<file path="src/pwms_pkg.sv">
// package: payload types, cell control struct and constants of the window scorer
`default_nettype none

package pwms_pkg;

    localparam int ADDR_W = 3;
    localparam logic [ADDR_W-1:0] ADDR_WINDOW_LENGTH = 3'd0;
    localparam int WLEN_W = 6;
    localparam logic [WLEN_W-1:0] WLEN_RESET = 6'd32;

    localparam int SCORE_W = 21;
    localparam int INDEX_W = 16;
    localparam int SCORE_MAX = 1048575;
    localparam int SCORE_MIN = -1048576;

    localparam logic ACTION_LOAD = 1'b0;
    localparam logic ACTION_SCAN = 1'b1;

    typedef struct packed {
        logic               action;
        logic [4:0]         position;
        logic [1:0]         symbol;
        logic signed [15:0] weight;
        logic               start_req;
    } t_in;

    typedef struct packed {
        logic signed [SCORE_W-1:0] score;
        logic [INDEX_W-1:0]        start_index;
    } t_out;

    typedef struct packed {
        logic       load;
        logic       scan;
        logic       start;
        logic [4:0] position;
        logic [1:0] symbol;
    } t_cell_ctl;

endpackage

`default_nettype wire

</file>
<file path="src/pwms_cell.sv">
// one matrix position: its weights and the running window sum it passes on
`default_nettype none

module pwms_cell #(
    parameter int WEIGHT_BITS   = 16,
    parameter int ALPHABET_SIZE = 4,
    parameter int SUM_W         = 22,
    parameter int POS           = 0
) (
    input  wire                           i_clk,
    input  wire                           i_rst_n,
    input  wire pwms_pkg::t_cell_ctl      i_ctl,
    input  wire logic signed [WEIGHT_BITS-1:0] i_weight,
    input  wire logic signed [SUM_W-1:0]  i_sum,
    output logic signed [SUM_W-1:0]       o_sum
);

    logic signed [WEIGHT_BITS-1:0] r_w [ALPHABET_SIZE];
    logic signed [SUM_W-1:0]       r_sum;
    logic signed [SUM_W-1:0]       n_sum;
    logic signed [SUM_W-1:0]       w_sel;
    logic signed [SUM_W-1:0]       w_left;

    always_ff @(posedge i_clk) begin
        for (int a = 0; a < ALPHABET_SIZE; a++) begin
            if (i_ctl.load && (32'(i_ctl.position) == POS) && (32'(i_ctl.symbol) == a)) begin
                r_w[a] <= i_weight;
            end
        end
    end

    always_comb begin
        w_sel = '0;
        for (int a = 0; a < ALPHABET_SIZE; a++) begin
            if (32'(i_ctl.symbol) == a) begin
                w_sel = SUM_W'(r_w[a]);
            end
        end
        w_left = i_ctl.start ? '0 : i_sum;
        n_sum  = w_left + w_sel;
    end

    always_ff @(posedge i_clk) begin
        if (!i_rst_n) begin
            r_sum <= '0;
        end else if (i_ctl.scan) begin
            r_sum <= n_sum;
        end
    end

    assign o_sum = r_sum;

endmodule

`default_nettype wire

</file>
<file path="config.mk">
export PLATFORM = sky130hd
export DESIGN_NAME = pwms_cell
export DESIGN_NICKNAME = d
export VERILOG_FILES = /design/src/pwms_pkg.sv /design/src/pwms_cell.sv
export SDC_FILE = /design/constraint.sdc
export NUM_CORES = 1
export LEC_CHECK = 0
export ABC_AREA = 1
export BUFFER_PORTS_ARGS = -buffer_cell sky130_fd_sc_hd__buf_2
export CAP_MARGIN = 10
export CORE_MARGIN = 2
export CORE_UTILIZATION = 57
export DETAILED_ROUTE_END_ITERATION = 6
export PLACE_DENSITY = 0.8
export SYNTH_ARGS = -nofsm -noshare
export SYNTH_HDL_FRONTEND = slang
export SYNTH_SLANG_ARGS = --single-unit
</file>
<file path="constraint.sdc">
create_clock -name i_clk -period 3.5 [get_ports i_clk]
set_input_delay 0.7 -clock i_clk [delete_from_list [all_inputs] [get_ports i_clk]]
set_output_delay 0.7 -clock i_clk [all_outputs]
set_load 0.05 [all_outputs]
</file>
==> results of run 1 <==
## placed cells by master, fill, tap and decap left out
| master | n |
|---|---|
| o21bai_1 | 3 |
| inv_2 | 1 |
| or2_1 | 1 |
| xnor2_1 | 2 |
| inv_8 | 1 |
| clkinv_4 | 1 |
| nand3b_1 | 4 |
| fa_1 | 1 |
| nor4_1 | 2 |
| a21oi_1 | 15 |
| o22ai_1 | 1 |
| or2_4 | 1 |
| nand2_1 | 188 |
| dfxtp_1 | 22 |
| nor2_4 | 1 |
| ha_1 | 21 |
| nand4_1 | 17 |
| o21ai_0 | 19 |
| o21ai_2 | 1 |
| buf_2 | 71 |
| and2_1 | 1 |
| nor3_1 | 1 |
| inv_6 | 1 |
| bufinv_16 | 3 |
| buf_4 | 7 |
| nor2_1 | 94 |
| nand3_1 | 28 |
| clkbuf_8 | 9 |
| nand2_2 | 3 |
| edfxtp_1 | 64 |
| nor3_2 | 1 |
| xor2_1 | 7 |
| a221oi_1 | 1 |
| inv_1 | 108 |
| nand2_4 | 1 |
## state kept, by name, indices dropped and copies added (netlist names)
name and count:
r_w 64, o_sum 22
## layout make-up
type | count | area, sq um
timing repair buffer | 78 | 408
multi-input combinational | 414 | 2000
tap | 105 | 131
inverter | 109 | 409
sequential | 86 | 2360
clock buffer | 9 | 124
clock inverter | 6 | 119
fill | 704 | 2660
## tightest hold or removal path, delay by kind of cell (launching register included)
family | cells | cell delay [ns]
AO/OA/AOI/OAI | 1 | 0.07
flip-flops | 1 | 0.33
AND/OR/NAND/NOR | 1 | 0.08
## stage by stage
step	std cells	total power (uW)	utilization, %
after floorplan	622	1510	-
final	807	2480	67.6
after global placement	792	1630	64.7
after CTS	807	2480	67.6
after global routing	807	2590	67.6
after detailed placement	792	1640	64.7
## worst max-delay path by stage
stage	endpoint	cells after the start	startpoint
after global placement	o_sum[18]$_SDFFE_PN0P_	16	i_ctl[1]
final	o_sum[10]$_SDFFE_PN0P_	13	i_ctl[1]
after CTS	o_sum[18]$_SDFFE_PN0P_	16	i_ctl[1]
after floorplan	o_sum[12]$_SDFFE_PN0P_	19	i_ctl[0]
after detailed placement	o_sum[18]$_SDFFE_PN0P_	16	i_ctl[1]
after global routing	o_sum[20]$_SDFFE_PN0P_	17	i_ctl[1]
## layer usage
layer  vias up  track usage [%]  part of all wire (%)
li1       2112                -                     -
met1      1819             33.4                    45
met2       113             41.8                    48
met3        16             3.68                   5.6
met4         0             8.69                   2.2
met5         -                0                     0
## cell families after synthesis
logic type,Yosys count,share of synthesized area (%)
and+or+nand+nor,343,29.3
buffers and inverters,122,10.1
DFF,86,48.7
AOI/OAI and AO/OA,40,4.46
adders and majority gates,22,5.83
xor gates and xnor gates,9,1.63
## power groups by stage
stage | Sequential (uW) | Clock [uW] | Combinational, uW
2_1_floorplan | 1240 | 0 | 270
3_3_place_gp | 1150 | 0 | 478
3_5_place_dp | 1150 | 0 | 485
4_1_cts | 1130 | 865 | 488
5_1_grt | 1130 | 911 | 549
6_report | 1130 | 857 | 487
==> metrics, run 1 <==
status complete, no violations; Hold Path Sink o_sum[0]$_SDFFE_PN0P_; Worst-path clk slew 0.10 ns; sw frac 29.3%; port bufs 71; setup violators final 0; CP required 3.76 ns; Post-Syn Instances 622; Post-synth EDFFs 64; Sink Count 86; I/O pin total 72; largest cells by area after synthesis edfxtp_1, nand2_1, dfxtp_1, inv_1, nor2_1; RSZ-0062 raised after global routing no; Post-DP Area 0.00531 sq mm; DRC viols 0; crit-path max cell delay 0.70 ns; # rows 33; chip width 96.3 um; syn avg cell area 7.80 sq um; Root Driver clkbuf_8; initial antenna violation count 0; vias in the first global route 3767; TritonRoute pass-1 iters 4; Initial Utilization 59.0%; Mapped Nets 694; worst reg2reg endpoint o_sum[19]$_SDFFE_PN0P_; highest ir drop seen on vdd 0.424 mV; worst-path maximum fanout 13; synthesized flop and latch total 86; CP bufs+invs 4; r2r startpoint r_w[2][15]$_DFFE_PP_; Slew Limit Fails 0; Clk pwr share 34.6%; CTS Buf Count 9; grt total ovfl 0; WHS Path Cells 2; Detailed Route Iter0 Violations 186; Net Sw Power 726 uW; Worst-Margin Slew 0.914 ns; final period utilization 86.2%; Synth Warn # 0; # diodes 0; register area share after synthesis 48.7%; critical-path cell list buf_2 > inv_2 > nor2_1 > nand2_1 > nand4_1 > ha_1 > nand2_1 > inv_1 > a21oi_1 > nand3_1 > xor2_1 > o21ai_0 > inv_1; P per Cell Area 445 mW/mm^2; Slowest-stage cell, CP nor2_1; fmax 332 MHz; Comb power frac 19.7%; Final min period 3.02 ns; Internal Power 1750 uW; final setup TNS 0 ns; pre-CTS setup slack 0.139 ns; Hold Path Origin o_sum[0]$_SDFFE_PN0P_; Avg WL per Cell 13.2 um; top cell type's share of synthesized area 39.6%; Post-CTS Hold Fix Bufs 0; leakage 0.00283 uW; Rel. slew slack 38.8%; GP Congestion 0.997; CTS tree done; pin count of the biggest net entering global routing 36; top-count cell post-synth nand2_1; Seq pwr share 45.7%; Die Area 0.00926 sq mm; GRT Util Overall 25.1%; Post-Route WL 10700 um; Max Cap Viol 0; Worst Setup End Kind flop; WP data arrival 3.28 ns; clock skew 0.0125 ns; share of layout cells above drive strength 1 14.5%; routed via count 4060; H-tree Lvls 3; Yosys cell types 32; first-pass GRT wire length 17400 um; Async SR Flop Fraction 0%; post-CTS sizing 0; via-per-instance ratio 5.03; family with the most delay on the worst path simple AND/OR/NAND/NOR gates; Clock Tree Buf Depth 2; FF-to-FF path depth 14; Hold WS 0.515 ns; area added between synthesis and finish 14.5%; synth cell count leaders nand2_1, inv_1, nor2_1; Setup WS post-layout 0.484 ns; CP Launch Type input pin; Cell Area, Synth 0.00485 sq mm; Layout Nets 770; estimated wirelength of the detail-placed design 8080 um; cell accounting for the most synthesized area edfxtp_1; Hold Vio Cnt, Final 0; fin area 0.00556 sq mm; post-route ant nets 0; worst-skew pair later-pin latency 0.36 ns; core box area 0.00822 sq mm; hold crit path type flop to flop; FF-to-FF setup slack 1.08 ns; ys flop type edfxtp_1; post-CTS setup repair buffer count 0; crit path kind input pin to flop; Chip Height 96.3 um
(Power assumes the default switching activity.)
==> inputs of run 2 (changes only) <==
Settings changed: ABC_AREA 1 to 0.
==> run 2 against run 1 <==
Critical path depth shrank 4. Critical path type unchanged. Synthesized cell count shrank 41%. Largest cell class unchanged. Largest power group unchanged. Via count shrank 20%. Wire length shrank 12%.
==> metrics, run 2 <==
clock skew 0.00918 ns (was 0.0125 ns); Slowest-stage cell, CP mux4_2 (was nor2_1); Post-Synth XOR/XNOR Area 1.72% (was 1.62%); H-tree Lvls 3 (unchanged); worst-skew pair later-pin latency 0.35 ns (was 0.36 ns); GRT Util Overall 23.3% (was 25.1%); estimated wirelength of the detail-placed design 6870 um (was 8080 um); FF/Latch Area 0.00236 sq mm (unchanged); area added between synthesis and finish 15.7% (was 14.5%); Final Power 2200 uW (was 2480 uW); Final min period 3.19 ns (was 3.02 ns); ys flop type edfxtp_1 (unchanged); post-CTS sizing 0 (unchanged); compound-cell area share of the yosys netlist 12.3% (was 4.46%); Post-CTS Hold Fix Bufs 0 (unchanged); pin count of the biggest net entering global routing 42 (was 36); crit-path max cell delay 0.52 ns (was 0.70 ns); vias in the first global route 3156 (was 3767); Cell Area, Synth 0.00451 sq mm (was 0.00485 sq mm); largest register by flop count r_w (unchanged); CP Launch Type input pin (unchanged); CP required 3.74 ns (was 3.76 ns); highest ir drop seen on vdd 0.313 mV (was 0.424 mV); Slew Limit Fails 0 (unchanged); WP data arrival 3.43 ns (was 3.28 ns); final period utilization 91.1% (was 86.2%); top cell type's share of synthesized area 42.6% (was 39.6%); largest family of logic cells by synthesized area simple AND/OR/NAND/NOR gates (unchanged); # rows 32 (was 33); Yosys cell types 57 (was 32); Hold Vio Cnt, Final 0 (unchanged); area share of fa/ha/maj cells after synthesis 6.27% (was 5.83%); Post-synth EDFFs 64 (unchanged); first-pass GRT wire length 15300 um (was 17400 um); routed via count 3249 (was 4060); chip width 93.0 um (was 96.3 um); fmax 314 MHz (was 332 MHz); DRC viols 0 (unchanged); share of layout cells above drive strength 1 27.3% (was 14.5%); synthesized flop and latch total 86 (unchanged); commonest cells after routing, fill and taps aside buf_2, edfxtp_1, nor2b_1 (was nand2_1, inv_1, nor2_1); Chip Height 93.0 um (was 96.3 um); hold crit path type flop to flop (unchanged); Worst Setup End Kind flop (unchanged); TritonRoute pass-1 iters 4 (unchanged); setup violators final 0 (unchanged); P per Cell Area 421 mW/mm^2 (was 445 mW/mm^2); CTS Buf Count 9 (unchanged); largest cells by area after synthesis edfxtp_1, dfxtp_1, ha_1, mux4_2, nor2b_1 (was edfxtp_1, nand2_1, dfxtp_1, inv_1, nor2_1); mux share of post-synthesis cell area 10.2% (was 0%); Root Driver clkbuf_8 (unchanged); worst-path maximum fanout 12 (was 13); Synth Warn # 0 (unchanged); post-route ant nets 0 (unchanged); Sink Count 86 (unchanged); Fillers 608 (was 704); RSZ-0062 raised after global routing no (unchanged); Worst-Margin Slew 0.650 ns (was 0.914 ns); commonest non-fill, non-tap cell in the layout buf_2 (was nand2_1); via-per-instance ratio 5.88 (was 5.03); cell accounting for the most synthesized area edfxtp_1 (unchanged); Initial Utilization 58.7% (was 59.0%); status complete, no violations (unchanged); Avg WL per Cell 17.0 um (was 13.2 um); Post-Route WL 9380 um (was 10700 um); register area share after synthesis 52.4% (was 48.7%); crit path kind input pin to flop (unchanged); port bufs 71 (unchanged); Post-Synth Simple-Gate Area 14.5% (was 29.3%); Worst-path clk slew 0.09 ns (was 0.10 ns); max reg flops 64 (unchanged); I/O pin total 72 (unchanged); Die Area 0.00864 sq mm (was 0.00926 sq mm); syn avg cell area 12.4 sq um (was 7.80 sq um); Mapped Nets 436 (was 694); # diodes 0 (unchanged); Core Util, Final 67.9% (was 67.6%); core box area 0.00769 sq mm (was 0.00822 sq mm); post-CTS setup repair buffer count 0 (unchanged); GP Congestion 0.881 (was 0.997); leakage 0.00213 uW (was 0.00283 uW); Max Cap Viol 0 (unchanged); Detailed Route Iter0 Violations 124 (was 186); Layout Nets 518 (was 770); area of the multi-input gates 0.00203 sq mm (was 0.00200 sq mm); Async SR Flop Fraction 0% (unchanged); synth cell count leaders edfxtp_1, nor2b_1, dfxtp_1 (was nand2_1, inv_1, nor2_1); top-count cell post-synth edfxtp_1 (was nand2_1); CTS tree done (unchanged); Post-Syn Instances 364 (was 622); initial antenna violation count 0 (unchanged); grt total ovfl 0 (unchanged); critical-path cell list buf_2 > buf_4 > mux4_2 > ha_1 > a21oi_1 > o21ai_1 > nor3b_1 > a221o_1 > or3_1 (was buf_2 > inv_2 > nor2_1 > nand2_1 > nand4_1 > ha_1 > nand2_1 > inv_1 > a21oi_1 > nand3_1 > xor2_1 > o21ai_0 > inv_1); Clock Tree Buf Depth 2 (unchanged); Rel. slew slack 56.7% (was 38.8%)
run 2: cell count changes after synthesis, sizes merged, moves of 6 or more:
cell   previous run  this run
nand4            17         8
and3              0         7
nand3            28        14
mux4              0        16
nand2           192        19
a21o              0         8
o21ai            20        14
nor2             95        13
mux2i             0         6
a21oi            15        25
inv             109        12
nor2b             0        30
run 2: logic make-up after synthesis:
logic type / Yosys count
fa+ha+maj: 22
mux: 23
buf+inv: 28
compound gates: 79
flops: 86
simple gates: 118
xor+xnor: 8
run 2: layer usage:
layer,global-route usage (%),part of all wire [%],vias up
met2,38.8,50,88
met5,0,0,-
met1,30.2,44,1581
met3,5.86,4.7,10
li1,-,-,1570
met4,7.11,1.3,0
run 2: layout make-up:
cell class / count / area share [%]
Sequential cell: 86 / 45.3
Multi-Input combinational cell: 250 / 39.0
Timing Repair Buffer: 87 / 9.11
Clock buffer: 10 / 2.45
Tap cell: 102 / 2.45
Clock inverter: 6 / 0.887
Inverter: 12 / 0.863
run 2: worst max-delay path, delay by kind of cell:
kind / cells / cell delay [ns]
adders and majority gates: 1 / 0.44
muxes: 1 / 0.52
and+or+nand+nor: 2 / 0.42
AOI/OAI and AO/OA: 3 / 0.76
buffers and inverters: 2 / 0.58
run 2: path summary, 6_finish.rpt:
| kind | startpoint | cells past startpoint | slack, ns | to |
|---|---|---|---|---|
| worst max register to register | r_w[3][0]$_DFFE_PP_ | 10 | 0.72 | o_sum[20]$_SDFFE_PN0P_ |
| worst min register to register | o_sum[1]$_SDFFE_PN0P_ | 1 | 0.48 | o_sum[1]$_SDFFE_PN0P_ |
| worst max-delay path | i_ctl[0] | 9 | 0.31 | o_sum[17]$_SDFFE_PN0P_ |
| worst min-delay path | o_sum[1]$_SDFFE_PN0P_ | 1 | 0.48 | o_sum[1]$_SDFFE_PN0P_ |
run 2: metrics by stage:
stage | cells | area [sq um] | hold slack (ns) | worst slack (ns) | setup TNS (ns)
3_3_place_gp | 537 | 5040 | 0.456 | 0.0766 | 0
4_1_cts | 553 | 5220 | 0.481 | 0.336 | 0
6_report | 553 | 5220 | 0.478 | 0.311 | 0
3_5_place_dp | 537 | 5040 | 0.462 | -0.0346 | -0.0346
2_1_floorplan | 364 | 4510 | 0.690 | 0.0619 | 0
5_1_grt | 553 | 5220 | 0.504 | 0.118 | 0
run 2: where the power goes:
part           internal [uW]  switching (uW)  total (uW)
clock network            264             355         619
logic                    161             281         442
registers               1120            14.4        1140
==> inputs of run 3 (changes only) <==
Settings changed: RECOVER_POWER from default to 25.
==> run 3 against run 2 <==
Maximum frequency grew 0.37%. Sequential power about the same. Critical path depth is the same. Highest routed layer unchanged. Power fell by 0.13%. Sequential share of layout area up 0.13 points. Clock skew about the same. First-iteration DRC count up 0.81%. Final cell count did not move. Via count decreased by 0.43%. Worst setup slack improved by 0.012 ns.
==> metrics, run 3 (synthesis gave the netlist of run 2 again) <==
placed cells 537 (unchanged); Hold Vio Cnt, Final 0 (unchanged); Final Power 2190 uW (was 2200 uW); I/O pin total 72 (unchanged); RSZ-0062 raised after global routing no (unchanged); initial antenna violation count 0 (unchanged); hold crit path type flop to flop (unchanged); Slowest-stage cell, CP mux4_2 (unchanged); clock skew 0.00910 ns (was 0.00918 ns); Worst-Margin Slew 0.647 ns (was 0.650 ns); # diodes 0 (unchanged); Initial Utilization 58.7% (unchanged); H-tree Lvls 3 (unchanged); Final min period 3.18 ns (was 3.19 ns); fin cells 553 (unchanged); area of the multi-input gates 0.00203 sq mm (unchanged); pin count of the biggest net entering global routing 42 (unchanged); GRT Util Overall 23.3% (unchanged); Fillers 617 (was 608); Die Area 0.00864 sq mm (unchanged); via-per-instance ratio 5.85 (was 5.88); Post-DP Area 0.00504 sq mm (unchanged); max reg flops 64 (unchanged); chip width 93.0 um (unchanged); core box area 0.00769 sq mm (unchanged); commonest non-fill, non-tap cell in the layout edfxtp_1 (was buf_2); CTS Buf Count 9 (unchanged); # rows 32 (unchanged); crit path kind input pin to flop (unchanged); Post-Route WL 9370 um (was 9380 um); P per Cell Area 422 mW/mm^2 (was 421 mW/mm^2); Clock Tree Buf Depth 2 (unchanged); Detailed Route Iter0 Violations 125 (was 124); fmax 315 MHz (was 314 MHz); critical-path cell list buf_2 > buf_4 > mux4_2 > ha_1 > a21oi_1 > o21ai_1 > nor3b_1 > a221o_1 > or3_1 (unchanged); worst-skew pair later-pin latency 0.35 ns (about the same); Layout Nets 518 (unchanged); area added between synthesis and finish 15.4% (was 15.7%); highest ir drop seen on vdd 0.313 mV (about the same); CP bufs+invs 2 (unchanged); setup violators final 0 (unchanged); vias in the first global route 3156 (unchanged); share of layout cells above drive strength 1 24.6% (was 27.3%); FF/Latch Area 0.00236 sq mm (unchanged); Worst-path clk slew 0.09 ns (about the same); CTS tree done (unchanged); DRC viols 0 (unchanged); commonest cells after routing, fill and taps aside edfxtp_1, buf_2, nor2b_1 (was buf_2, edfxtp_1, nor2b_1); estimated wirelength of the detail-placed design 6870 um (unchanged); Worst Setup End Kind flop (unchanged); worst-path maximum fanout 12 (unchanged); final period utilization 90.8% (was 91.1%); grt total ovfl 0 (unchanged); Avg WL per Cell 16.9 um (was 17.0 um); crit-path max cell delay 0.52 ns (about the same); CP required 3.74 ns (about the same); Rel. slew slack 56.9% (was 56.7%); Max Cap Viol 0 (unchanged); Root Driver clkbuf_8 (unchanged); post-CTS setup repair buffer count 0 (unchanged); post-CTS sizing 0 (unchanged); Chip Height 93.0 um (unchanged); Sink Count 86 (unchanged); family with the most delay on the worst path compound AO/OA/AOI/OAI gates (unchanged); TritonRoute pass-1 iters 5 (was 4); WP data arrival 3.42 ns (was 3.43 ns); status complete, no violations (unchanged); first-pass GRT wire length 15300 um (unchanged); Post-CTS Hold Fix Bufs 0 (unchanged); CP Launch Type input pin (unchanged); largest register by flop count r_w (unchanged); leakage 0.00210 uW (was 0.00213 uW); post-route ant nets 0 (unchanged); routed via count 3235 (was 3249); fin area 0.00520 sq mm (was 0.00522 sq mm); Slew Limit Fails 0 (unchanged); GP Congestion 0.881 (unchanged); port bufs 71 (unchanged)
## run 3: routing by layer
layer,vias to the layer above,global-route usage (%),part of all wire (%)
met2,95,38.8,50
met3,10,5.86,5.0
met1,1561,30.2,44
met4,0,7.11,1.3
li1,1569,-,-
met5,-,0,0
## run 3: final cells by class
class / count / area share (%)
flip-flops and latches: 86 / 45.4
repair buffers: 87 / 8.85
well taps: 102 / 2.45
multi-input cells: 250 / 39.1
clock inverters: 6 / 0.890
inverters: 12 / 0.866
clock buffers: 10 / 2.45
## run 3: worst paths after layout
check	startpoint	to	slack, ns	cells past startpoint
max	i_ctl[0]	o_sum[17]$_SDFFE_PN0P_	0.32	9
min	o_sum[1]$_SDFFE_PN0P_	o_sum[1]$_SDFFE_PN0P_	0.48	1
max reg2reg	r_w[3][0]$_DFFE_PP_	o_sum[20]$_SDFFE_PN0P_	0.73	10
min reg2reg	o_sum[1]$_SDFFE_PN0P_	o_sum[1]$_SDFFE_PN0P_	0.48	1
## run 3: where the power goes
| group | leakage (uW) | internal, uW | switching (uW) | total, uW |
|---|---|---|---|---|
| Combinational | 0.00126 | 159 | 280 | 439 |
| Sequential | 0.000757 | 1120 | 14.3 | 1140 |
| Clock | 0.0000886 | 264 | 355 | 619 |
## run 3: through the flow
stage / hold slack (ns) / setup WS, ns / util [%] / TNS, ns
2_1_floorplan: 0.690 / 0.0619 / - / 0
3_3_place_gp: 0.456 / 0.0766 / 65.6 / 0
3_5_place_dp: 0.462 / -0.0346 / 65.6 / -0.0346
4_1_cts: 0.481 / 0.336 / 67.9 / 0
5_1_grt: 0.504 / 0.118 / 67.7 / 0
6_report: 0.478 / 0.323 / 67.7 / 0
